**config.mk**
```make
export PLATFORM = sky130hd
export DESIGN_NAME = knomial_tree_neighbors
export DESIGN_NICKNAME = d
export VERILOG_FILES = /design/src/sv/knt_pkg.sv /design/src/sv/knt_cfg.sv /design/src/sv/knt_front.sv /design/src/sv/knt_queue.sv /design/src/sv/knt_back.sv /design/src/sv/knomial_tree_neighbors.sv
export SDC_FILE = /design/constraint.sdc
export NUM_CORES = 1
export LEC_CHECK = 0
export ABC_AREA = 1
export BUFFER_PORTS_ARGS = -buffer_cell sky130_fd_sc_hd__buf_2
export CAP_MARGIN = 15
export CORE_MARGIN = 2
export CORE_UTILIZATION = 35
export CTS_CLUSTER_SIZE = 30
export DETAILED_ROUTE_END_ITERATION = 7
export SYNTH_ARGS = -nofsm -noshare
export SYNTH_HDL_FRONTEND = slang
export SYNTH_SLANG_ARGS = --single-unit
```
**constraint.sdc**
```tcl
create_clock -name clk -period 5.9 [get_ports clk]
set_clock_uncertainty 0.05 [all_clocks]
set_input_delay 0.885 -clock clk [delete_from_list [all_inputs] [get_ports clk]]
set_output_delay 0.885 -clock clk [all_outputs]
set_load 0.02 [all_outputs]
```
**src/sv/knt_pkg.sv**
```systemverilog
// Shared types, constants and the reciprocal table of the k-nomial tree neighbor block.
`timescale 1ns / 1ps
`default_nettype none

package knt_pkg;

    localparam int MAX_GROUP   = 4096;
    localparam int MAX_RATIO   = 16;
    localparam int RESULT_CAP  = 45;
    localparam int RANK_W      = 12;
    localparam int SIZE_W      = 13;
    localparam int RATIO_W     = 5;
    localparam int COUNT_W     = 6;
    localparam int DIGIT_W     = 4;
    localparam int POS_W       = $clog2(MAX_RATIO + 1);
    localparam int CHILD_W     = SIZE_W + 1;
    localparam int RECIP_W     = 16;
    localparam int PROD_W      = RANK_W + RECIP_W;
    localparam int ADDR_W      = 4;
    localparam int DATA_W      = 32;
    localparam int Q_DEPTH     = 2;
    localparam int Q_PTR_W     = $clog2(Q_DEPTH);

    typedef enum logic [1:0] {
        REG_GROUP_SIZE = 2'd0,
        REG_RADIX      = 2'd1,
        REG_ROOT_RANK  = 2'd2
    } reg_idx_t;

    typedef enum logic [1:0] {
        KIND_COUNT  = 2'd0,
        KIND_LIST   = 2'd1,
        KIND_PARENT = 2'd2,
        KIND_UNUSED = 2'd3
    } kind_t;

    typedef enum logic [1:0] {
        ST_OK        = 2'd0,
        ST_NO_PARENT = 2'd1,
        ST_RANGE     = 2'd2
    } status_t;

    typedef enum logic [2:0] {
        OP_NONE,
        OP_RANGE,
        OP_COUNT,
        OP_LIST,
        OP_PARENT
    } op_t;

    typedef enum logic [2:0] {
        B_IDLE,
        B_MUL,
        B_QUO,
        B_TEST,
        B_CHILD,
        B_PAR,
        B_DONE
    } back_state_t;

    typedef struct packed {
        kind_t              kind;
        logic [RANK_W-1:0]  self_rank;
    } req_t;

    typedef struct packed {
        logic [RANK_W-1:0]  neighbor_rank;
        logic               rank_valid;
        logic [COUNT_W-1:0] child_count;
        status_t            status;
        logic               last;
    } rsp_t;

    typedef struct packed {
        logic [SIZE_W-1:0]  size;
        logic [RATIO_W-1:0] ratio;
        logic [RANK_W-1:0]  root;
        logic               busy;
    } cfg_t;

    typedef struct packed {
        op_t                op;
        logic [RANK_W-1:0]  t;
    } qent_t;

    // ceil(2^16 / k); exact quotient for any 12-bit dividend and k in 2..16.
    function automatic logic [RECIP_W-1:0] recip(input logic [RATIO_W-1:0] k);
        logic [RECIP_W-1:0] r;
        begin
            case (k)
                5'd2:    r = 16'd32768;
                5'd3:    r = 16'd21846;
                5'd4:    r = 16'd16384;
                5'd5:    r = 16'd13108;
                5'd6:    r = 16'd10923;
                5'd7:    r = 16'd9363;
                5'd8:    r = 16'd8192;
                5'd9:    r = 16'd7282;
                5'd10:   r = 16'd6554;
                5'd11:   r = 16'd5958;
                5'd12:   r = 16'd5462;
                5'd13:   r = 16'd5042;
                5'd14:   r = 16'd4682;
                5'd15:   r = 16'd4370;
                5'd16:   r = 16'd4096;
                default: r = 16'd32768;
            endcase
            return r;
        end
    endfunction

endpackage

`default_nettype wire

```
**src/sv/knt_cfg.sv**
```systemverilog
// Configuration registers, their clamped values and the serial reduction of the root rank.
`timescale 1ns / 1ps
`default_nettype none

module knt_cfg
    import knt_pkg::*;
(
    input  wire logic              clk,
    input  wire logic              rst_n,
    input  wire logic              psel,
    input  wire logic              penable,
    input  wire logic              pwrite,
    input  wire logic [ADDR_W-1:0] paddr,
    input  wire logic [DATA_W-1:0] pwdata,
    output logic      [DATA_W-1:0] prdata,
    output logic                   pready,
    output cfg_t                   cfg
);

    logic [SIZE_W-1:0]  group_size_reg;
    logic [RATIO_W-1:0] radix_reg;
    logic [RANK_W-1:0]  root_rank_reg;
    logic [RANK_W-1:0]  root_eff_reg, root_eff_next;
    logic [RANK_W-1:0]  rem_reg, rem_next;
    logic [DIGIT_W-1:0] bit_reg, bit_next;
    logic               busy_reg, busy_next;
    logic               wr_en;
    reg_idx_t           idx;
    logic [SIZE_W-1:0]  size_eff;
    logic [RATIO_W-1:0] ratio_eff;
    logic [SIZE_W-1:0]  shifted;

    assign pready = 1'b1;
    assign wr_en  = psel && penable && pwrite;
    assign idx    = reg_idx_t'(paddr[3:2]);

    always_comb
    begin
        if (group_size_reg == '0)
        begin
            size_eff = SIZE_W'(1);
        end
        else if (group_size_reg > SIZE_W'(MAX_GROUP))
        begin
            size_eff = SIZE_W'(MAX_GROUP);
        end
        else
        begin
            size_eff = group_size_reg;
        end
        if (radix_reg < RATIO_W'(2))
        begin
            ratio_eff = RATIO_W'(2);
        end
        else if (radix_reg > RATIO_W'(MAX_RATIO))
        begin
            ratio_eff = RATIO_W'(MAX_RATIO);
        end
        else
        begin
            ratio_eff = radix_reg;
        end
    end

    always_comb
    begin
        case (idx)
            REG_GROUP_SIZE: prdata = DATA_W'(group_size_reg);
            REG_RADIX:      prdata = DATA_W'(radix_reg);
            REG_ROOT_RANK:  prdata = DATA_W'(root_rank_reg);
            default:        prdata = '0;
        endcase
    end

    always_ff @(posedge clk or negedge rst_n)
    begin
        if (!rst_n)
        begin
            group_size_reg <= SIZE_W'(1);
            radix_reg      <= RATIO_W'(2);
            root_rank_reg  <= '0;
        end
        else if (wr_en)
        begin
            case (idx)
                REG_GROUP_SIZE: group_size_reg <= pwdata[SIZE_W-1:0];
                REG_RADIX:      radix_reg      <= pwdata[RATIO_W-1:0];
                REG_ROOT_RANK:  root_rank_reg  <= pwdata[RANK_W-1:0];
                default:        ;
            endcase
        end
    end

    // Restoring remainder of the root rank by the group size, one bit a cycle.
    always_comb
    begin
        shifted       = {rem_reg, root_rank_reg[bit_reg]};
        rem_next      = rem_reg;
        bit_next      = bit_reg;
        busy_next     = busy_reg;
        root_eff_next = root_eff_reg;
        if (wr_en && (idx == REG_GROUP_SIZE || idx == REG_ROOT_RANK))
        begin
            busy_next = 1'b1;
            bit_next  = DIGIT_W'(RANK_W - 1);
            rem_next  = '0;
        end
        else if (busy_reg)
        begin
            if (shifted >= size_eff)
            begin
                rem_next = RANK_W'(shifted - size_eff);
            end
            else
            begin
                rem_next = shifted[RANK_W-1:0];
            end
            if (bit_reg == '0)
            begin
                busy_next     = 1'b0;
                root_eff_next = rem_next;
            end
            else
            begin
                bit_next = bit_reg - 1'b1;
            end
        end
    end

    always_ff @(posedge clk or negedge rst_n)
    begin
        if (!rst_n)
        begin
            busy_reg     <= 1'b0;
            bit_reg      <= '0;
            rem_reg      <= '0;
            root_eff_reg <= '0;
        end
        else
        begin
            busy_reg     <= busy_next;
            bit_reg      <= bit_next;
            rem_reg      <= rem_next;
            root_eff_reg <= root_eff_next;
        end
    end

    assign cfg.size  = size_eff;
    assign cfg.ratio = ratio_eff;
    assign cfg.root  = root_eff_reg;
    assign cfg.busy  = busy_reg;

endmodule

`default_nettype wire

```
**src/sv/knt_front.sv**
```systemverilog
// Front end: accepts request items, checks them and turns the self rank into a tree rank.
`timescale 1ns / 1ps
`default_nettype none

module knt_front
    import knt_pkg::*;
(
    input  wire logic req_valid,
    output logic      req_stall,
    input  wire req_t req,
    input  wire cfg_t cfg,
    input  wire logic q_full,
    output logic      q_push,
    output qent_t     q_data
);

    logic [CHILD_W-1:0] sum;

    assign req_stall = cfg.busy || q_full;
    assign q_push    = req_valid && !req_stall;

    always_comb
    begin
        sum = CHILD_W'(req.self_rank) + CHILD_W'(cfg.size) - CHILD_W'(cfg.root);
        if (sum >= CHILD_W'(cfg.size))
        begin
            sum = sum - CHILD_W'(cfg.size);
        end
        q_data.t = sum[RANK_W-1:0];
        if (req.kind == KIND_UNUSED)
        begin
            q_data.op = OP_NONE;
        end
        else if (SIZE_W'(req.self_rank) >= cfg.size)
        begin
            q_data.op = OP_RANGE;
        end
        else
        begin
            case (req.kind)
                KIND_COUNT:  q_data.op = OP_COUNT;
                KIND_LIST:   q_data.op = OP_LIST;
                KIND_PARENT: q_data.op = OP_PARENT;
                default:     q_data.op = OP_NONE;
            endcase
        end
    end

endmodule

`default_nettype wire

```
**src/sv/knt_queue.sv**
```systemverilog
// Short register queue of checked requests between the front and back ends.
`timescale 1ns / 1ps
`default_nettype none

module knt_queue
    import knt_pkg::*;
(
    input  wire logic  clk,
    input  wire logic  rst_n,
    input  wire logic  push,
    input  wire qent_t push_data,
    input  wire logic  pop,
    output logic       full,
    output logic       empty,
    output qent_t      head
);

    qent_t               mem_reg [Q_DEPTH];
    logic [Q_PTR_W-1:0]  wr_ptr_reg, wr_ptr_next;
    logic [Q_PTR_W-1:0]  rd_ptr_reg, rd_ptr_next;
    logic [Q_PTR_W:0]    count_reg, count_next;
    logic                do_pop;

    assign full   = (count_reg == (Q_PTR_W + 1)'(Q_DEPTH));
    assign empty  = (count_reg == '0);
    assign head   = mem_reg[rd_ptr_reg];
    assign do_pop = pop && !empty;

    always_comb
    begin
        wr_ptr_next = wr_ptr_reg;
        rd_ptr_next = rd_ptr_reg;
        count_next  = count_reg;
        if (push)
        begin
            wr_ptr_next = (wr_ptr_reg == Q_PTR_W'(Q_DEPTH - 1)) ? '0 : wr_ptr_reg + 1'b1;
        end
        if (do_pop)
        begin
            rd_ptr_next = (rd_ptr_reg == Q_PTR_W'(Q_DEPTH - 1)) ? '0 : rd_ptr_reg + 1'b1;
        end
        if (push && !do_pop)
        begin
            count_next = count_reg + 1'b1;
        end
        else if (do_pop && !push)
        begin
            count_next = count_reg - 1'b1;
        end
    end

    always_ff @(posedge clk or negedge rst_n)
    begin
        if (!rst_n)
        begin
            wr_ptr_reg <= '0;
            rd_ptr_reg <= '0;
            count_reg  <= '0;
        end
        else
        begin
            wr_ptr_reg <= wr_ptr_next;
            rd_ptr_reg <= rd_ptr_next;
            count_reg  <= count_next;
        end
    end

    always_ff @(posedge clk)
    begin
        if (push)
        begin
            mem_reg[wr_ptr_reg] <= push_data;
        end
    end

endmodule

`default_nettype wire

```
**src/sv/knt_back.sv**
```systemverilog
// Back end: digit scan of the tree rank, child walk, parent search and the result register.
`timescale 1ns / 1ps
`default_nettype none

module knt_back
    import knt_pkg::*;
(
    input  wire logic clk,
    input  wire logic rst_n,
    input  wire cfg_t cfg,
    input  wire logic q_empty,
    input  wire qent_t q_head,
    output logic      q_pop,
    output logic      rsp_valid,
    input  wire logic rsp_stall,
    output rsp_t      rsp
);

    back_state_t         state_reg, state_next;
    op_t                 op_reg, op_next;
    logic [RANK_W-1:0]   t_reg, t_next;
    logic [RANK_W-1:0]   rest_reg, rest_next;
    logic [SIZE_W-1:0]   inc_reg, inc_next;
    logic [PROD_W-1:0]   prod_reg, prod_next;
    logic [RANK_W-1:0]   q_reg, q_next;
    logic [RANK_W-1:0]   qk_reg, qk_next;
    logic [CHILD_W-1:0]  child_reg, child_next;
    logic [DIGIT_W-1:0]  i_reg, i_next;
    logic [DIGIT_W-1:0]  digit_reg, digit_next;
    logic [POS_W-1:0]    pos_reg, pos_next;
    logic [COUNT_W-1:0]  n_reg, n_next;
    logic [RANK_W-1:0]   pend_reg, pend_next;
    logic                pend_valid_reg, pend_valid_next;
    logic                rsp_valid_reg;
    rsp_t                rsp_reg;
    logic                slot_free;
    logic                emit;
    rsp_t                emit_item;
    logic [RANK_W+RATIO_W-1:0]  qk_full;
    logic [SIZE_W+RATIO_W-1:0]  inc_full;
    logic [SIZE_W+DIGIT_W-1:0]  par_full;
    logic [RANK_W-1:0]   digit_diff;
    logic [RATIO_W-1:0]  ratio_m1;

    function automatic logic [RANK_W-1:0] rotate_out(
        input logic [RANK_W-1:0] x,
        input logic [RANK_W-1:0] root,
        input logic [SIZE_W-1:0] size
    );
        logic [SIZE_W-1:0] s;
        begin
            s = SIZE_W'(x) + SIZE_W'(root);
            if (s >= size)
            begin
                s = s - size;
            end
            return s[RANK_W-1:0];
        end
    endfunction

    assign slot_free  = !rsp_valid_reg || !rsp_stall;
    assign qk_full    = (RANK_W + RATIO_W)'(prod_reg[PROD_W-1:RECIP_W])
                        * (RANK_W + RATIO_W)'(cfg.ratio);
    assign inc_full   = (SIZE_W + RATIO_W)'(inc_reg) * (SIZE_W + RATIO_W)'(cfg.ratio);
    assign par_full   = (SIZE_W + DIGIT_W)'(digit_reg) * (SIZE_W + DIGIT_W)'(inc_reg);
    assign digit_diff = rest_reg - qk_reg;
    assign ratio_m1   = cfg.ratio - 1'b1;

    always_comb
    begin
        state_next      = state_reg;
        op_next         = op_reg;
        t_next          = t_reg;
        rest_next       = rest_reg;
        inc_next        = inc_reg;
        prod_next       = prod_reg;
        q_next          = q_reg;
        qk_next         = qk_reg;
        child_next      = child_reg;
        i_next          = i_reg;
        digit_next      = digit_reg;
        pos_next        = pos_reg;
        n_next          = n_reg;
        pend_next       = pend_reg;
        pend_valid_next = pend_valid_reg;
        q_pop           = 1'b0;
        emit            = 1'b0;
        emit_item       = '0;
        emit_item.status = ST_OK;
        case (state_reg)
            B_IDLE:
            begin
                if (!q_empty)
                begin
                    q_pop           = 1'b1;
                    op_next         = q_head.op;
                    t_next          = q_head.t;
                    rest_next       = q_head.t;
                    inc_next        = SIZE_W'(1);
                    pos_next        = '0;
                    n_next          = '0;
                    pend_valid_next = 1'b0;
                    case (q_head.op)
                        OP_COUNT, OP_LIST: state_next = B_MUL;
                        OP_PARENT:
                        begin
                            state_next = (q_head.t == '0) ? B_DONE : B_MUL;
                        end
                        default:           state_next = B_DONE;
                    endcase
                end
            end
            B_MUL:
            begin
                prod_next  = PROD_W'(rest_reg) * PROD_W'(recip(cfg.ratio));
                state_next = B_QUO;
            end
            B_QUO:
            begin
                q_next     = prod_reg[PROD_W-1:RECIP_W];
                qk_next    = qk_full[RANK_W-1:0];
                state_next = B_TEST;
            end
            B_TEST:
            begin
                if (op_reg == OP_PARENT)
                begin
                    if (qk_reg == rest_reg)
                    begin
                        rest_next  = q_reg;
                        inc_next   = inc_full[SIZE_W-1:0];
                        state_next = B_MUL;
                    end
                    else
                    begin
                        digit_next = digit_diff[DIGIT_W-1:0];
                        state_next = B_PAR;
                    end
                end
                else if (qk_reg == rest_reg && pos_reg != POS_W'(MAX_RATIO))
                begin
                    child_next = CHILD_W'(t_reg) + CHILD_W'(inc_reg);
                    i_next     = DIGIT_W'(1);
                    state_next = B_CHILD;
                end
                else
                begin
                    state_next = B_DONE;
                end
            end
            B_CHILD:
            begin
                if (child_reg >= CHILD_W'(cfg.size) || n_reg == COUNT_W'(RESULT_CAP))
                begin
                    state_next = B_DONE;
                end
                else if (op_reg == OP_LIST && pend_valid_reg && !slot_free)
                begin
                    state_next = B_CHILD;
                end
                else
                begin
                    if (op_reg == OP_LIST && pend_valid_reg)
                    begin
                        emit                    = 1'b1;
                        emit_item.neighbor_rank = rotate_out(pend_reg, cfg.root, cfg.size);
                        emit_item.rank_valid    = 1'b1;
                    end
                    pend_next       = child_reg[RANK_W-1:0];
                    pend_valid_next = 1'b1;
                    n_next          = n_reg + 1'b1;
                    if (RATIO_W'(i_reg) == ratio_m1)
                    begin
                        rest_next  = q_reg;
                        inc_next   = inc_full[SIZE_W-1:0];
                        pos_next   = pos_reg + 1'b1;
                        state_next = B_MUL;
                    end
                    else
                    begin
                        child_next = child_reg + CHILD_W'(inc_reg);
                        i_next     = i_reg + 1'b1;
                    end
                end
            end
            B_PAR:
            begin
                pend_next       = t_reg - par_full[RANK_W-1:0];
                pend_valid_next = 1'b1;
                state_next      = B_DONE;
            end
            B_DONE:
            begin
                if (slot_free)
                begin
                    emit           = 1'b1;
                    emit_item.last = 1'b1;
                    case (op_reg)
                        OP_RANGE: emit_item.status = ST_RANGE;
                        OP_COUNT: emit_item.child_count = n_reg;
                        OP_LIST, OP_PARENT:
                        begin
                            if (pend_valid_reg)
                            begin
                                emit_item.neighbor_rank =
                                    rotate_out(pend_reg, cfg.root, cfg.size);
                                emit_item.rank_valid    = 1'b1;
                            end
                            else if (op_reg == OP_PARENT)
                            begin
                                emit_item.status = ST_NO_PARENT;
                            end
                        end
                        default:  emit_item.status = ST_OK;
                    endcase
                    state_next = B_IDLE;
                end
            end
            default:
            begin
                state_next = B_IDLE;
            end
        endcase
    end

    always_ff @(posedge clk or negedge rst_n)
    begin
        if (!rst_n)
        begin
            state_reg      <= B_IDLE;
            pend_valid_reg <= 1'b0;
            rsp_valid_reg  <= 1'b0;
        end
        else
        begin
            state_reg      <= state_next;
            pend_valid_reg <= pend_valid_next;
            if (emit)
            begin
                rsp_valid_reg <= 1'b1;
            end
            else if (!rsp_stall)
            begin
                rsp_valid_reg <= 1'b0;
            end
        end
    end

    always_ff @(posedge clk)
    begin
        op_reg    <= op_next;
        t_reg     <= t_next;
        rest_reg  <= rest_next;
        inc_reg   <= inc_next;
        prod_reg  <= prod_next;
        q_reg     <= q_next;
        qk_reg    <= qk_next;
        child_reg <= child_next;
        i_reg     <= i_next;
        digit_reg <= digit_next;
        pos_reg   <= pos_next;
        n_reg     <= n_next;
        pend_reg  <= pend_next;
        if (emit)
        begin
            rsp_reg <= emit_item;
        end
    end

    assign rsp_valid = rsp_valid_reg;
    assign rsp       = rsp_reg;

endmodule

`default_nettype wire

```
**src/sv/knomial_tree_neighbors.sv**
```systemverilog
// Top level of the k-nomial broadcast tree neighbor block.
//
//   Channel  Direction  Handshake                Payload
//   req      in         req_valid / req_stall    req_t   {kind, self_rank}
//   rsp      out        rsp_valid / rsp_stall    rsp_t   {neighbor_rank, rank_valid,
//                                                         child_count, status, last}
//   cfg      in         APB psel/penable/pready  group_size, radix, root_rank
//
// The front end checks and queues a request; the back end serves one at a time. Count
// and list scan the digit positions of the tree rank and step once per child; a parent
// request scans the trailing zero digits. A write to group_size or root_rank stalls
// requests while the root is reduced. Reset is asynchronous; a stalled result holds in
// its output register.
`timescale 1ns / 1ps
`default_nettype none

module knomial_tree_neighbors
    import knt_pkg::*;
(
    input  wire logic              clk,
    input  wire logic              rst_n,
    input  wire logic              psel,
    input  wire logic              penable,
    input  wire logic              pwrite,
    input  wire logic [ADDR_W-1:0] paddr,
    input  wire logic [DATA_W-1:0] pwdata,
    output logic      [DATA_W-1:0] prdata,
    output logic                   pready,
    input  wire logic              req_valid,
    output logic                   req_stall,
    input  wire req_t              req,
    output logic                   rsp_valid,
    input  wire logic              rsp_stall,
    output rsp_t                   rsp
);

    cfg_t  cfg;
    logic  q_full;
    logic  q_empty;
    logic  q_push;
    logic  q_pop;
    qent_t q_data;
    qent_t q_head;

    knt_cfg u_cfg (
        .clk     (clk),
        .rst_n   (rst_n),
        .psel    (psel),
        .penable (penable),
        .pwrite  (pwrite),
        .paddr   (paddr),
        .pwdata  (pwdata),
        .prdata  (prdata),
        .pready  (pready),
        .cfg     (cfg)
    );

    knt_front u_front (
        .req_valid (req_valid),
        .req_stall (req_stall),
        .req       (req),
        .cfg       (cfg),
        .q_full    (q_full),
        .q_push    (q_push),
        .q_data    (q_data)
    );

    knt_queue u_queue (
        .clk       (clk),
        .rst_n     (rst_n),
        .push      (q_push),
        .push_data (q_data),
        .pop       (q_pop),
        .full      (q_full),
        .empty     (q_empty),
        .head      (q_head)
    );

    knt_back u_back (
        .clk       (clk),
        .rst_n     (rst_n),
        .cfg       (cfg),
        .q_empty   (q_empty),
        .q_head    (q_head),
        .q_pop     (q_pop),
        .rsp_valid (rsp_valid),
        .rsp_stall (rsp_stall),
        .rsp       (rsp)
    );

endmodule

`default_nettype wire

```
**Word-level counts from Yosys, hierarchy flattened**

Memory sizes are Yosys's and may differ from the RTL's.
Index checks and enable logic that the tools add are counted.

- Memory bits (writable): 30
- Memories: 2
- Logic and storage cells: 258
- Register bits after elaboration: 227
- ROM bits: 512
- Bits of input ports: 57

- Multiplexer cells: 101
- Eq/ne operators: 36
- Bitwise operators: 3
- Multipliers: 4
- Reduce and logical (&&, ||, !) cells: 53
- Magnitude comparators: 9
- $add $sub $neg: 19

Memories:

| name | words | width | rd ports | clocked after memory_dff | write ports | RTL line | RTL |
|---|---|---|---|---|---|---|---|
| (no name shown) | 32 | 16 | 1 | 0 | 0 | knt_pkg.sv:90 | `case (k)` |
| u_queue.mem_reg | 2 | 15 | 1 | 0 | 1 | knt_queue.sv:18 | `qent_t mem_reg [Q_DEPTH];` |

Operator list:

| kind | count |
|---|---|
| 13-bit 2-to-1 mux | 13 |
| 12-bit 2-to-1 mux | 13 |
| 13-bit case mux with 3 select lines | 2 |
| 14-bit 2-to-1 mux | 5 |
| 12-bit subtractor | 4 |
| 12-bit case mux with 3 select lines | 1 |
| 4-bit 2-to-1 mux | 8 |
| 3-bit 2-to-1 mux | 10 |
| 5-bit 2-to-1 mux | 6 |
| 12-bit by 13-bit adder with 14-bit output | 2 |
| 14-bit by 13-bit greater-or-equal comparator with 1-bit output | 2 |
| 12-bit by 16-bit multiplier with 28-bit output | 1 |
| 14-bit case mux with 2 select lines | 1 |
| 13-bit greater-or-equal comparator | 2 |
| 13-bit case mux with 2 select lines | 1 |
| 6-bit 2-to-1 mux | 4 |
| 12-bit case mux with 2 select lines | 1 |
| 22-bit 2-to-1 mux | 1 |
| 1-bit 2-to-1 mux | 21 |
| 3-bit case mux with 7 select lines | 1 |
| 3-bit by 2-bit equality test with 1-bit output (second input constant) | 6 |
| 16-bit 2-to-1 mux | 1 |
| 3-bit equality test (second input constant) | 5 |
| 3-bit AND reduction | 5 |
| 57 further kinds | 109 |

**Logic depth before layout (Yosys ltp)**

Gate-level depths: netlist of the first run.

- Depth after elaboration: 9
- Gate-level depth with buffers: 34

**Modules after synthesis**

A second synthesis of the first run with hierarchy kept.

- Cells, all modules: 3,411
- Area, all modules: 26,638.0 µm²

Modules (own cells, without submodules):

| module | cells each | area each (µm²) | times used |
|---|---|---|---|
| knt_back | 2,386 | 19,164.6 | 1 |
| knt_cfg | 534 | 3,867.5 | 1 |
| knt_front | 385 | 2,285.9 | 1 |
| knt_queue | 106 | 1,320.0 | 1 |

**Worst setup path before layout of the first run**

OpenSTA, ideal clock, no wires.

- Path type: reg2reg
- Start point: reg u_cfg.radix_reg[1]
- End point: reg u_back.prod_reg[27], data pin
- Stages on the path, launching flop included: 31
- Library setup time: 0.252 ns
- Setup slack: -0.386 ns
- Period minus slack after synthesis: 6.286 ns
- Arrival time: 5.984 ns
- Path through: dfstp_2 > nor2_1 > nand2_2 > nand2_4 > inv_1 > clkbuf_1 > ha_1 > ha_1 > inv_1 > o22ai_1 > clkbuf_1 > nand2_1 > fa_1 > fa_1 > inv_1 > fa_1 > fa_1 > inv_1 > fa_1 > inv_1 > ha_1 > nand2_1 > inv_1 > nand2_1 > inv_1 > a21oi_1 > nor2_1 > nor2_1 > nand2_1 > nand2_1 > nand2_1

- Word-level cells in the longest chain between the ends: 6
- Elaborated cells between the ends (all ways): 7
- Those cells by class: mul (1); order compare (2); mux (3); memory (1)

Ends and longest elaborated chain:

| what | RTL line | RTL |
|---|---|---|
| from (decl) | knt_cfg.sv:21 | `logic [RATIO_W-1:0] radix_reg;` |
| from (signal assigned) | knt_cfg.sv:87 | `REG_RADIX: radix_reg <= pwdata[RATIO_W-1:0];` |
| 5-bit greater-than comparator | knt_cfg.sv:55 | `else if (radix_reg > RATIO_W'(MAX_RATIO))` |
| 5-bit 2-to-1 mux | knt_cfg.sv:55 |  |
| 5-bit 2-to-1 mux (*) | knt_cfg.sv:51 | `if (radix_reg < RATIO_W'(2))` |
| memory read 32 x 16 bit (*) | -- |  |
| 16-bit 2-to-1 mux (*) | knt_back.sv:90 | `case (state_reg)` |
| 12-bit by 16-bit multiplier with 28-bit output (*) | knt_back.sv:115 | `prod_next = PROD_W'(rest_reg) * PROD_W'(recip(cfg.ratio));` |
| to (signal assigned) | knt_back.sv:255 | `prod_reg <= prod_next;` |
| to (decl) | knt_back.sv:24 | `logic [PROD_W-1:0] prod_reg, prod_next;` |

Mark *: on every way between the ends. The rest lies on a longest branch, timed or not. The select of a mux whose other input is x is not followed.
A chain may end at the register's enable or synchronous reset.

**Worst setup path in the final report of the first run**

- Start point: reg u_cfg.radix_reg[4]
- End point: reg u_back.prod_reg[25], data pin

The elaborated chain is that of the path after synthesis.

==> summary.txt, run 1 <==
Run status
  – Status: finished with violations
  – Violated checks: negative setup slack

Setup path
  – Critical Path AT: 6.30 ns
  – CP Max Fanout: 5
  – Worst Reg-to-Reg Cells: 30
  – Max stage delay on crit path: 0.54 ns
  – CP max stage cell: fa_1
  – CP most frequent cell: inv_1
  – Crit end category: flip-flop
  – RR Endpoint: u_back.prod_reg[25]
  – Worst Path Required: 6.16 ns
  – Crit Path Category: flip-flop to flip-flop
  – CP startpoint: u_cfg.radix_reg[4]
  – CP startpoint kind: flip-flop
  – FF-to-FF setup slack: -0.14 ns
  – RR Startpoint: u_cfg.radix_reg[4]

Drt
  – Via-to-Cell Ratio: 4.891
  – 1st-pass router iterations: 5
  – Detailed Route Iter0 Violations: 1259
  – Vias: 21675
  – Residual DRC: 0
  – DRT Wirelength: 72610 um
  – Avg WL per Cell: 16.38 um
  – Count of antenna-violating nets left after detailed routing: 0

Global route
  – Antenna violations before repair: 0
  – Largest net degree at the start of global routing: 69
  – Gr usage total: 19.36%
  – First-pass GRT wire length: 115500 um
  – Vias in the first global route: 21810
  – Total grt overflow: 0

Place
  – DP Wirelength: 58330 um
  – IO buf count: 72
  – Post-place setup slack: -0.3498 ns
  – GP Congestion: 0.8900
  – Placed cells: 4340

STA
  – Hold slack: 0.3874 ns
  – Max Slew Vio Count: 0
  – Final setup margin: -0.1389 ns
  – Final Cycle Share: 102.4%
  – Final setup violation count: 12
  – Tmin final: 6.039 ns
  – Setup repair after global routing missed its margin: true
  – Fmax: 165.6 MHz
  – Max_slew headroom: 27.78%
  – Worst Tran Pin Value: 1.075 ns
  – Endpoints failing hold: 0

Clock tree
  – TritonCTS clock tree: yes
  – Clock Sinks: 241
  – H-Tree Depth: 1
  – Clock slew at reported path FFs: 0.05 ns
  – CTS Buffer Depth: 3
  – Worst-Skew Late Latency: 0.58 ns
  – Cts hold-fix bufs: 0
  – Root Driver: clkbuf_16
  – CTS Buf Count: 30

Finish
  – Share of cells above drive strength 1: 14.54%
  – Synthesis-to-finish area growth: 17.55%
  – Number of flip-flops in the largest register: 30
  – Final Util: 41.52%
  – Finished Layout Cells: 4432
  – Final nets: 3966

Floorplan
  – FP Rows: 99
  – Area of the core: 72830 sq um
  – Die Wd: 275.1 um
  – Starting density of the core: 35.32%
  – Die footprint: 75680 sq um
  – Die Ht: 275.1 um
  – # IOs: 114

Synthesis
  – Top area cells in the synthesized netlist: edfxtp_1 20%, fa_1 18%, nand2_1 11%, ha_1 11%, inv_1 8.1%
  – Post-synth EDFFs: 173
  – Synthesis Warnings: 0
  – Syn_area_per_cell: 8.006 sq um
  – Seq/Total Area, Yosys: 26.82%
  – Mapped Area: 25720 sq um
  – Register bit count reported by yosys: 241
  – Post-synth top cells: 788 x nand2_1, 556 x inv_1, 310 x nor2_1, 232 x fa_1, 229 x ha_1
  – Cell count after synthesis: 3213
  – Async S/R FF share, synth: 28.22%
  – Top FF cell, synth: edfxtp_1
  – Largest area contributor in the netlist: edfxtp_1
  – Top-count cell post-synth: nand2_1
  – Post-synth cell types: 61
  – Yosys top cell area share: 20.20%

Job
  – Total of max-cap violations: 0

Hold path
  – Worst Hold Class: input port to async pin
[cells by family (layout without fill, tap and decap cells)]
logic type                 count (synthesis)  after routing  share of synthesized area (%)
DFF                                      241            241                          26.82
muxes                                      2              2                        0.08755
AOI/OAI and AO/OA                        418            418                          9.144
other                                      2             21                        0.02920
and+or+nand+nor                         1312           1312                          20.75
buffers and inverters                    662            903                          10.06
xor gates and xnor gates                 115            115                          3.916
adders and majority gates                461            461                          29.19
[timing repair]
item	in CTS	in global routing
resized for setup	115	93
setup endpoints to repair	12	12
pin swaps	61	66
buffers inserted	24	11
hold endpoints to repair	0	0
[critical path: cells and delay by family, from the launching register on]
kind	cells	cell delay, ns
AOI/OAI and AO/OA	2	0.28
xor gates and xnor gates	1	0.14
DFF	1	0.46
adders and majority gates	8	2.93
buffers and inverters	12	1.24
and+or+nand+nor	7	0.68
[final cells by class]
cell class,count,area (sq um)
fillers,7435,42600
multi-input cells,2328,17020
flip-flops and latches,241,6900
inverters,574,2163
repair buffers,273,1964
well taps,959,1200
clock buffers,35,779.5
clock inverters,21,205.2
diodes,1,2.502
[through the flow]
stage               setup TNS [ns]  area, sq um
global route                -3.490        30240
CTS                        -0.3740        29840
global placement            -3.417        28240
finish                      -1.096        30240
detailed placement          -3.579        28240
floorplan                -0.001266        25860
[worst max-delay path by stage]
stage / to / slack, ns
after floorplan: u_back.prod_reg[27] / -0.001
after global placement: u_back.prod_reg[21] / -0.39
after detailed placement: u_back.prod_reg[21] / -0.35
after CTS: u_back.prod_reg[22] / -0.07
after global routing: u_back.prod_reg[20] / -0.34
final: u_back.prod_reg[25] / -0.14
[layer usage]
metal / GRT usage (%) / part of all wire [%]
met1: 25.88 / 44
met2: 32.66 / 47
met3: 2.121 / 4.9
met4: 6.415 / 3.5
met5: 0 / 0
[cells in the final DEF, fill, tap and decap left out, types with 71 or more instances in the layout]
cell,n
buf_4,183
nand3_1,94
xor2_1,75
fa_1,225
nor2_1,290
nand2_1,753
a21oi_1,140
o21ai_0,147
edfxtp_1,173
ha_1,210
inv_1,528
buf_2,71
Power of run 1 is not shown: default switching activity piles up to over one toggle a cycle in this logic, so the estimate is an artifact.
==> run 2, diff against run 1 <==
--- a/config.mk
+++ b/config.mk
@@ -9,9 +9,10 @@
 export BUFFER_PORTS_ARGS = -buffer_cell sky130_fd_sc_hd__buf_2
 export CAP_MARGIN = 15
 export CORE_MARGIN = 2
-export CORE_UTILIZATION = 35
+export CORE_UTILIZATION = 60
 export CTS_CLUSTER_SIZE = 30
 export DETAILED_ROUTE_END_ITERATION = 7
+export PLACE_DENSITY = 0.78
 export SYNTH_ARGS = -nofsm -noshare
 export SYNTH_HDL_FRONTEND = slang
 export SYNTH_SLANG_ARGS = --single-unit
==> constraint.sdc (replaced) <==
create_clock -name clk -period 6.94 [get_ports clk]
set_clock_uncertainty 0.05 [all_clocks]
set_input_delay 1.041 -clock clk [delete_from_list [all_inputs] [get_ports clk]]
set_output_delay 1.041 -clock clk [all_outputs]
set_load 0.02 [all_outputs]
==> run 2 against run 1 <==
The flow now finishes without violations. Utilization rose by 24 points. Die area fell by 41%. Register-to-register slack improved by 0.44 ns. Wire length fell by 2.7%. Worst setup slack improved by 0.44 ns. Clock-buffer cell count fell by 4. Non-clock buffer count fell by 155. Final cell count fell by 13%. Sequential share of layout area rose by 2.1 points. Critical path depth fell by 6. Largest cell class unchanged.
==> summary.txt, run 2 (synthesized netlist as in run 1, its figures left out) <==
Clock tree
  – Worst-Skew Late Latency: 0.57 ns
  – Root Driver: clkbuf_16
  – Cts hold-fix bufs: 0
  – H-Tree Depth: 1
  – TritonCTS clock tree: yes
  – CTS Buffer Depth: 3
  – CTS Buf Count: 28
  – Clock slew at reported path FFs: 0.06 ns
  – Clock Sinks: 241

Drt
  – DRT Wirelength: 70620 um
  – Count of antenna-violating nets left after detailed routing: 0
  – Via-to-Cell Ratio: 5.709
  – Residual DRC: 0
  – 1st-pass router iterations: 7
  – Detailed Route Iter0 Violations: 1752
  – Vias: 21979
  – Avg WL per Cell: 18.34 um

Floorplan
  – FP Rows: 75
  – Area of the core: 42130 sq um
  – Starting density of the core: 61.05%
  – Die footprint: 44540 sq um
  – Die Wd: 211.1 um
  – Die Ht: 211.1 um
  – # IOs: 114

Finish
  – Most frequent cells in the layout: 787 x nand2_1, 553 x inv_1, 310 x nor2_1, 232 x fa_1, 229 x ha_1
  – Antenna diodes: 0
  – Share of cells above drive strength 1: 6.373%
  – Synthesis-to-finish area growth: 7.627%
  – Leading cell type in the layout, fill and taps excluded: nand2_1
  – Final nets: 3809
  – Filler instances: 3541
  – Number of flip-flops in the largest register: 30

Setup path
  – Crit end category: flip-flop
  – Critical Path AT: 6.87 ns
  – CP Max Fanout: 12
  – CP startpoint kind: flip-flop
  – Worst Reg-to-Reg Cells: 24
  – Crit Path Category: flip-flop to flip-flop
  – Worst Path Required: 7.18 ns

Hold path
  – Worst Hold Class: flip-flop to flip-flop
  – Worst hold stages: 1

STA
  – Max Slew Vio Count: 0
  – Fmax: 150.7 MHz
  – Setup tns final: 0 ns
  – Final setup violation count: 0
  – Endpoints failing hold: 0
  – Final Cycle Share: 95.61%
  – Tmin final: 6.636 ns
  – Worst Tran Pin Value: 1.008 ns
  – Setup repair after global routing missed its margin: false
  – Max_slew headroom: 32.61%

Run status
  – Status: completed

Global route
  – First-pass GRT wire length: 114600 um
  – Largest net degree at the start of global routing: 69
  – Gr usage total: 32.70%
  – Total grt overflow: 0
  – Antenna violations before repair: 0
  – Vias in the first global route: 22146

Place
  – GP Congestion: 0.9464
  – DP Wirelength: 56780 um
  – IO buf count: 72

Job
  – Total of max-cap violations: 0
run 2: changes by cell type in the layout (fill, tap and decap cells not counted), sizes merged:
cell      before  now
buf          273  118
bufinv         3    2
clkbuf        35   31
clkinvlp       2    4
diode          1    0
inv          570  567
run 2: metrics by stage:
step / cell area, sq um / worst slack [ns] / hold WS (ns) / utilization, % / std cells
floorplan: 25790 / 0.6536 / 0.3768 / - / 3231
global placement: 26740 / 0.2745 / 0.4230 / 63.47 / 3798
detailed placement: 26740 / 0.2346 / 0.4390 / 63.47 / 3798
CTS: 27640 / 0.1666 / 0.4469 / 65.61 / 3848
global route: 27690 / 0.005346 / 0.4720 / 65.71 / 3850
finish: 27690 / 0.3045 / 0.4481 / 65.71 / 3850
run 2: worst paths after layout:
| kind | start | end | slack [ns] |
|---|---|---|---|
| max in group asynchronous | rst_n | u_queue.rd_ptr_reg | 5.67 |
| setup reg to reg | u_cfg.radix_reg[4] | u_back.prod_reg[23] | 0.30 |
| hold / removal | u_queue.count_reg[0] | u_queue.count_reg[0] | 0.45 |
| min in group asynchronous | rst_n | u_cfg.rem_reg[5] | 0.56 |
| hold reg to reg | u_queue.count_reg[0] | u_queue.count_reg[0] | 0.45 |
| setup / recovery | u_cfg.radix_reg[4] | u_back.prod_reg[23] | 0.30 |
run 2: final cells by class:
cell class,instances,area (sq um),area share (%)
flip-flops and latches,241,6899,24.92
repair buffers,118,711.9,2.572
clock inverters,19,187.7,0.6779
multi-input cells,2328,16350,59.04
well taps,539,674.4,2.436
inverters,574,2155,7.782
clock buffers,31,711.9,2.572
run 2: repair_timing:
item | in CTS | in global routing
resized for setup | 0 | 10
buffers inserted | 0 | 0
endpoints found under the setup margin | 0 | 10
run 2: metal layers:
layer  track usage [%]  up-vias  share of wire [%]
met5                 0        -                  0
li1                  -    10340                  -
met1             44.76    10552                 42
met4             8.378        0                2.7
met2             53.91      950                 46
met3             6.021      137                9.1
run 2: critical path: stages, from the launching register on:
cell and delay [ns]:
dfrtp_1 0.49, inv_2 0.18, buf_4 0.22, nand2_2 0.18, buf_4 0.22, nand2_2 0.14
o21ai_1 0.13, a211oi_4 0.39, buf_4 0.22, nand2_1 0.08, fa_1 0.56, fa_1 0.45
fa_1 0.54, inv_1 0.05, fa_1 0.50, fa_1 0.42, ha_1 0.40, nand2_1 0.25
inv_1 0.09, a21oi_1 0.19, buf_4 0.18, o2111a_1 0.21, o21ai_0 0.09, nand2_1 0.07
nand2_1 0.07
Power of run 2 is left out for the same reason.
==> run 3, diff against run 2 <==
--- a/config.mk
+++ b/config.mk
@@ -15,4 +15,5 @@
 export PLACE_DENSITY = 0.78
 export SYNTH_ARGS = -nofsm -noshare
 export SYNTH_HDL_FRONTEND = slang
+export SYNTH_HIERARCHICAL = 1
 export SYNTH_SLANG_ARGS = --single-unit
==> run 3 against run 2 <==
Utilization down 0.61 points. Wire length down 4.5%. Register-to-register slack worse by 0.04 ns. Worst hold slack worse by 0.0040 ns. Sequential share of layout area down 0.85 points.
==> summary.txt, run 3 <==
Drt
  – Vias: 22227
  – Detailed Route Iter0 Violations: 2089
  – 1st-pass router iterations: 7
  – Via-to-Cell Ratio: 5.437
  – Avg WL per Cell: 16.49 um
  – Count of antenna-violating nets left after detailed routing: 0
  – Residual DRC: 0
  – DRT Wirelength: 67430 um

Clock tree
  – TritonCTS clock tree: yes
  – Root Driver: clkbuf_16
  – CTS Buffer Depth: 3
  – Clock slew at reported path FFs: 0.06 ns
  – Cts hold-fix bufs: 0
  – Clock Sinks: 241
  – Worst-Skew Late Latency: 0.55 ns
  – CTS Buf Count: 27
  – H-Tree Depth: 1

Synthesis
  – Post-synth top cells: 932 x nand2_1, 650 x inv_1, 259 x nor2_1, 232 x fa_1, 229 x ha_1
  – Seq/Total Area, Yosys: 25.90%
  – Top FF cell, synth: edfxtp_1
  – Top-count cell post-synth: nand2_1
  – Post-synth cell types: 63
  – Syn_area_per_cell: 7.809 sq um
  – Async S/R FF share, synth: 28.22%
  – Register bit count reported by yosys: 241
  – Mapped Area: 26640 sq um
  – Yosys top cell area share: 19.50%
  – Top area cells in the synthesized netlist: edfxtp_1 20%, fa_1 17%, nand2_1 13%, ha_1 11%, inv_1 9.2%
  – Synthesis Warnings: 6
  – Cell count after synthesis: 3411
  – Largest area contributor in the netlist: edfxtp_1
  – Post-synth EDFFs: 173

Floorplan
  – Die Wd: 214.7 um
  – # IOs: 114
  – Area of the core: 44030 sq um
  – Die footprint: 46100 sq um
  – Starting density of the core: 60.50%
  – FP Rows: 77
  – Die Ht: 214.7 um

Hold path
  – Worst Hold Class: flip-flop to flip-flop
  – Worst hold stages: 2

STA
  – Max Slew Vio Count: 0
  – Max_slew headroom: 38.15%
  – Final setup violation count: 0
  – Worst Tran Pin Value: 0.9277 ns
  – Endpoints failing hold: 0
  – Final setup margin: 0.2612 ns
  – Fmax: 149.7 MHz
  – Tmin final: 6.679 ns
  – Final Cycle Share: 96.24%

Global route
  – Vias in the first global route: 21561
  – First-pass GRT wire length: 109900 um
  – Largest net degree at the start of global routing: 69
  – Total grt overflow: 0
  – Gr usage total: 29.62%
  – Antenna violations before repair: 1

Run status
  – Status: completed

Setup path
  – Crit Path Category: flip-flop to flip-flop
  – Critical Path AT: 6.92 ns
  – Worst Reg-to-Reg Cells: 27
  – CP Max Fanout: 16
  – CP startpoint kind: flip-flop
  – Crit end category: flip-flop
  – Worst Path Required: 7.19 ns

Finish
  – Antenna diodes: 0
  – Final instance area: 28660 sq um
  – Final nets: 3994
  – Number of flip-flops in the largest register: 30
  – Share of cells above drive strength 1: 7.923%
  – Final Util: 65.10%
  – Most frequent cells in the layout: 931 x nand2_1, 650 x inv_1, 253 x nor2_1, 230 x fa_1, 226 x ha_1
  – Synthesis-to-finish area growth: 7.600%
  – Leading cell type in the layout, fill and taps excluded: nand2_1

Place
  – Post-place setup slack: 0.08572 ns
  – Placement Cell Area: 27560 sq um
  – DP Wirelength: 53790 um
  – IO buf count: 72
  – GP Congestion: 0.9552

Job
  – Total of max-cap violations: 0
==> run 3: changes by cell type in the layout (fill, tap and decap cells not counted), sizes merged, moves of 14 or more <==
cell	delta
nand2	+162
inv	+102
nand3	+50
nor2	-48
o21ai	-37
clkinv	-14
==> run 3: stage by stage <==
step	TNS [ns]	instances	hold slack, ns
final	0	4088	0.4441
after global placement	0	4028	0.4177
after CTS	0	4077	0.4428
after detailed placement	0	4028	0.4320
after floorplan	0	3429	0.3768
after global routing	-0.05179	4088	0.4675
==> run 3: what timing repair did <==
action / 4_1_cts / 5_1_grt
resized for setup: 0 / 35
endpoints found under the hold margin: 0 / 0
buffers inserted: 0 / 9
setup endpoints to repair: 0 / 12
==> run 3: area by class of cell <==
cell class                      instances  area, sq um
Multi-Input combinational cell       2418        16850
Fill cell                            3756        15370
Sequential cell                       241         6899
Inverter                              672         2539
Clock buffer                           40        790.8
Tap cell                              592        740.7
Timing Repair Buffer                  115        728.2
Clock inverter                          9        106.4
Timing Repair inverter                  1        5.005
==> run 3: per-layer routing <==
| metal | track usage, % | part of all wire, % | vias up | routed length (um) |
|---|---|---|---|---|
| met2 | 47.72 | 46 | 843 | 30900 |
| met4 | 6.991 | 2.4 | 0 | 1605 |
| met1 | 41.47 | 43 | 10499 | 29010 |
| li1 | - | - | 10774 | - |
| met3 | 5.846 | 8.8 | 111 | 5909 |
| met5 | 0 | 0 | - | 0 |
==> run 3: cell families after synthesis <==
family | share of synthesized area [%]
and+or+nand+nor | 23.47
buffers and inverters | 11.51
adders and majority gates | 28.19
AOI/OAI and AO/OA | 7.196
DFF | 25.90
xor gates and xnor gates | 3.617
other | 0.02819
muxes | 0.08454
==> run 3: worst max-delay path: stages, from the launching register on <==
cell	delay, ns
dfstp_2	0.37
inv_1	0.15
nand3_2	0.15
o21a_1	0.25
nor2_4	0.26
buf_6	0.25
nand2_4	0.10
nor2_8	0.19
a21oi_1	0.11
inv_2	0.18
buf_4	0.16
nand2_1	0.08
fa_1	0.53
inv_1	0.05
fa_1	0.47
fa_1	0.54
fa_1	0.55
inv_1	0.06
fa_1	0.55
inv_1	0.05
ha_1	0.31
a21o_1	0.21
a31oi_1	0.20
o21ai_1	0.14
a31oi_1	0.28
nand2_1	0.08
nand2_1	0.07
nand2_1	0.05
==> run 3: worst paths after layout <==
check	startpoint	end	slack, ns
min	u_cfg/radix_reg[1]	u_cfg/radix_reg[1]	0.44
max	u_cfg/radix_reg[1]	u_back/prod_reg[25]	0.26
max in group asynchronous	rst_n	u_cfg/root_rank_reg[1]	5.66
min reg2reg	u_cfg/radix_reg[1]	u_cfg/radix_reg[1]	0.44
min in group asynchronous	rst_n	u_cfg/rem_reg[11]	0.56
max reg2reg	u_cfg/radix_reg[1]	u_back/prod_reg[25]	0.26
Power of run 3 is left out for the same reason.
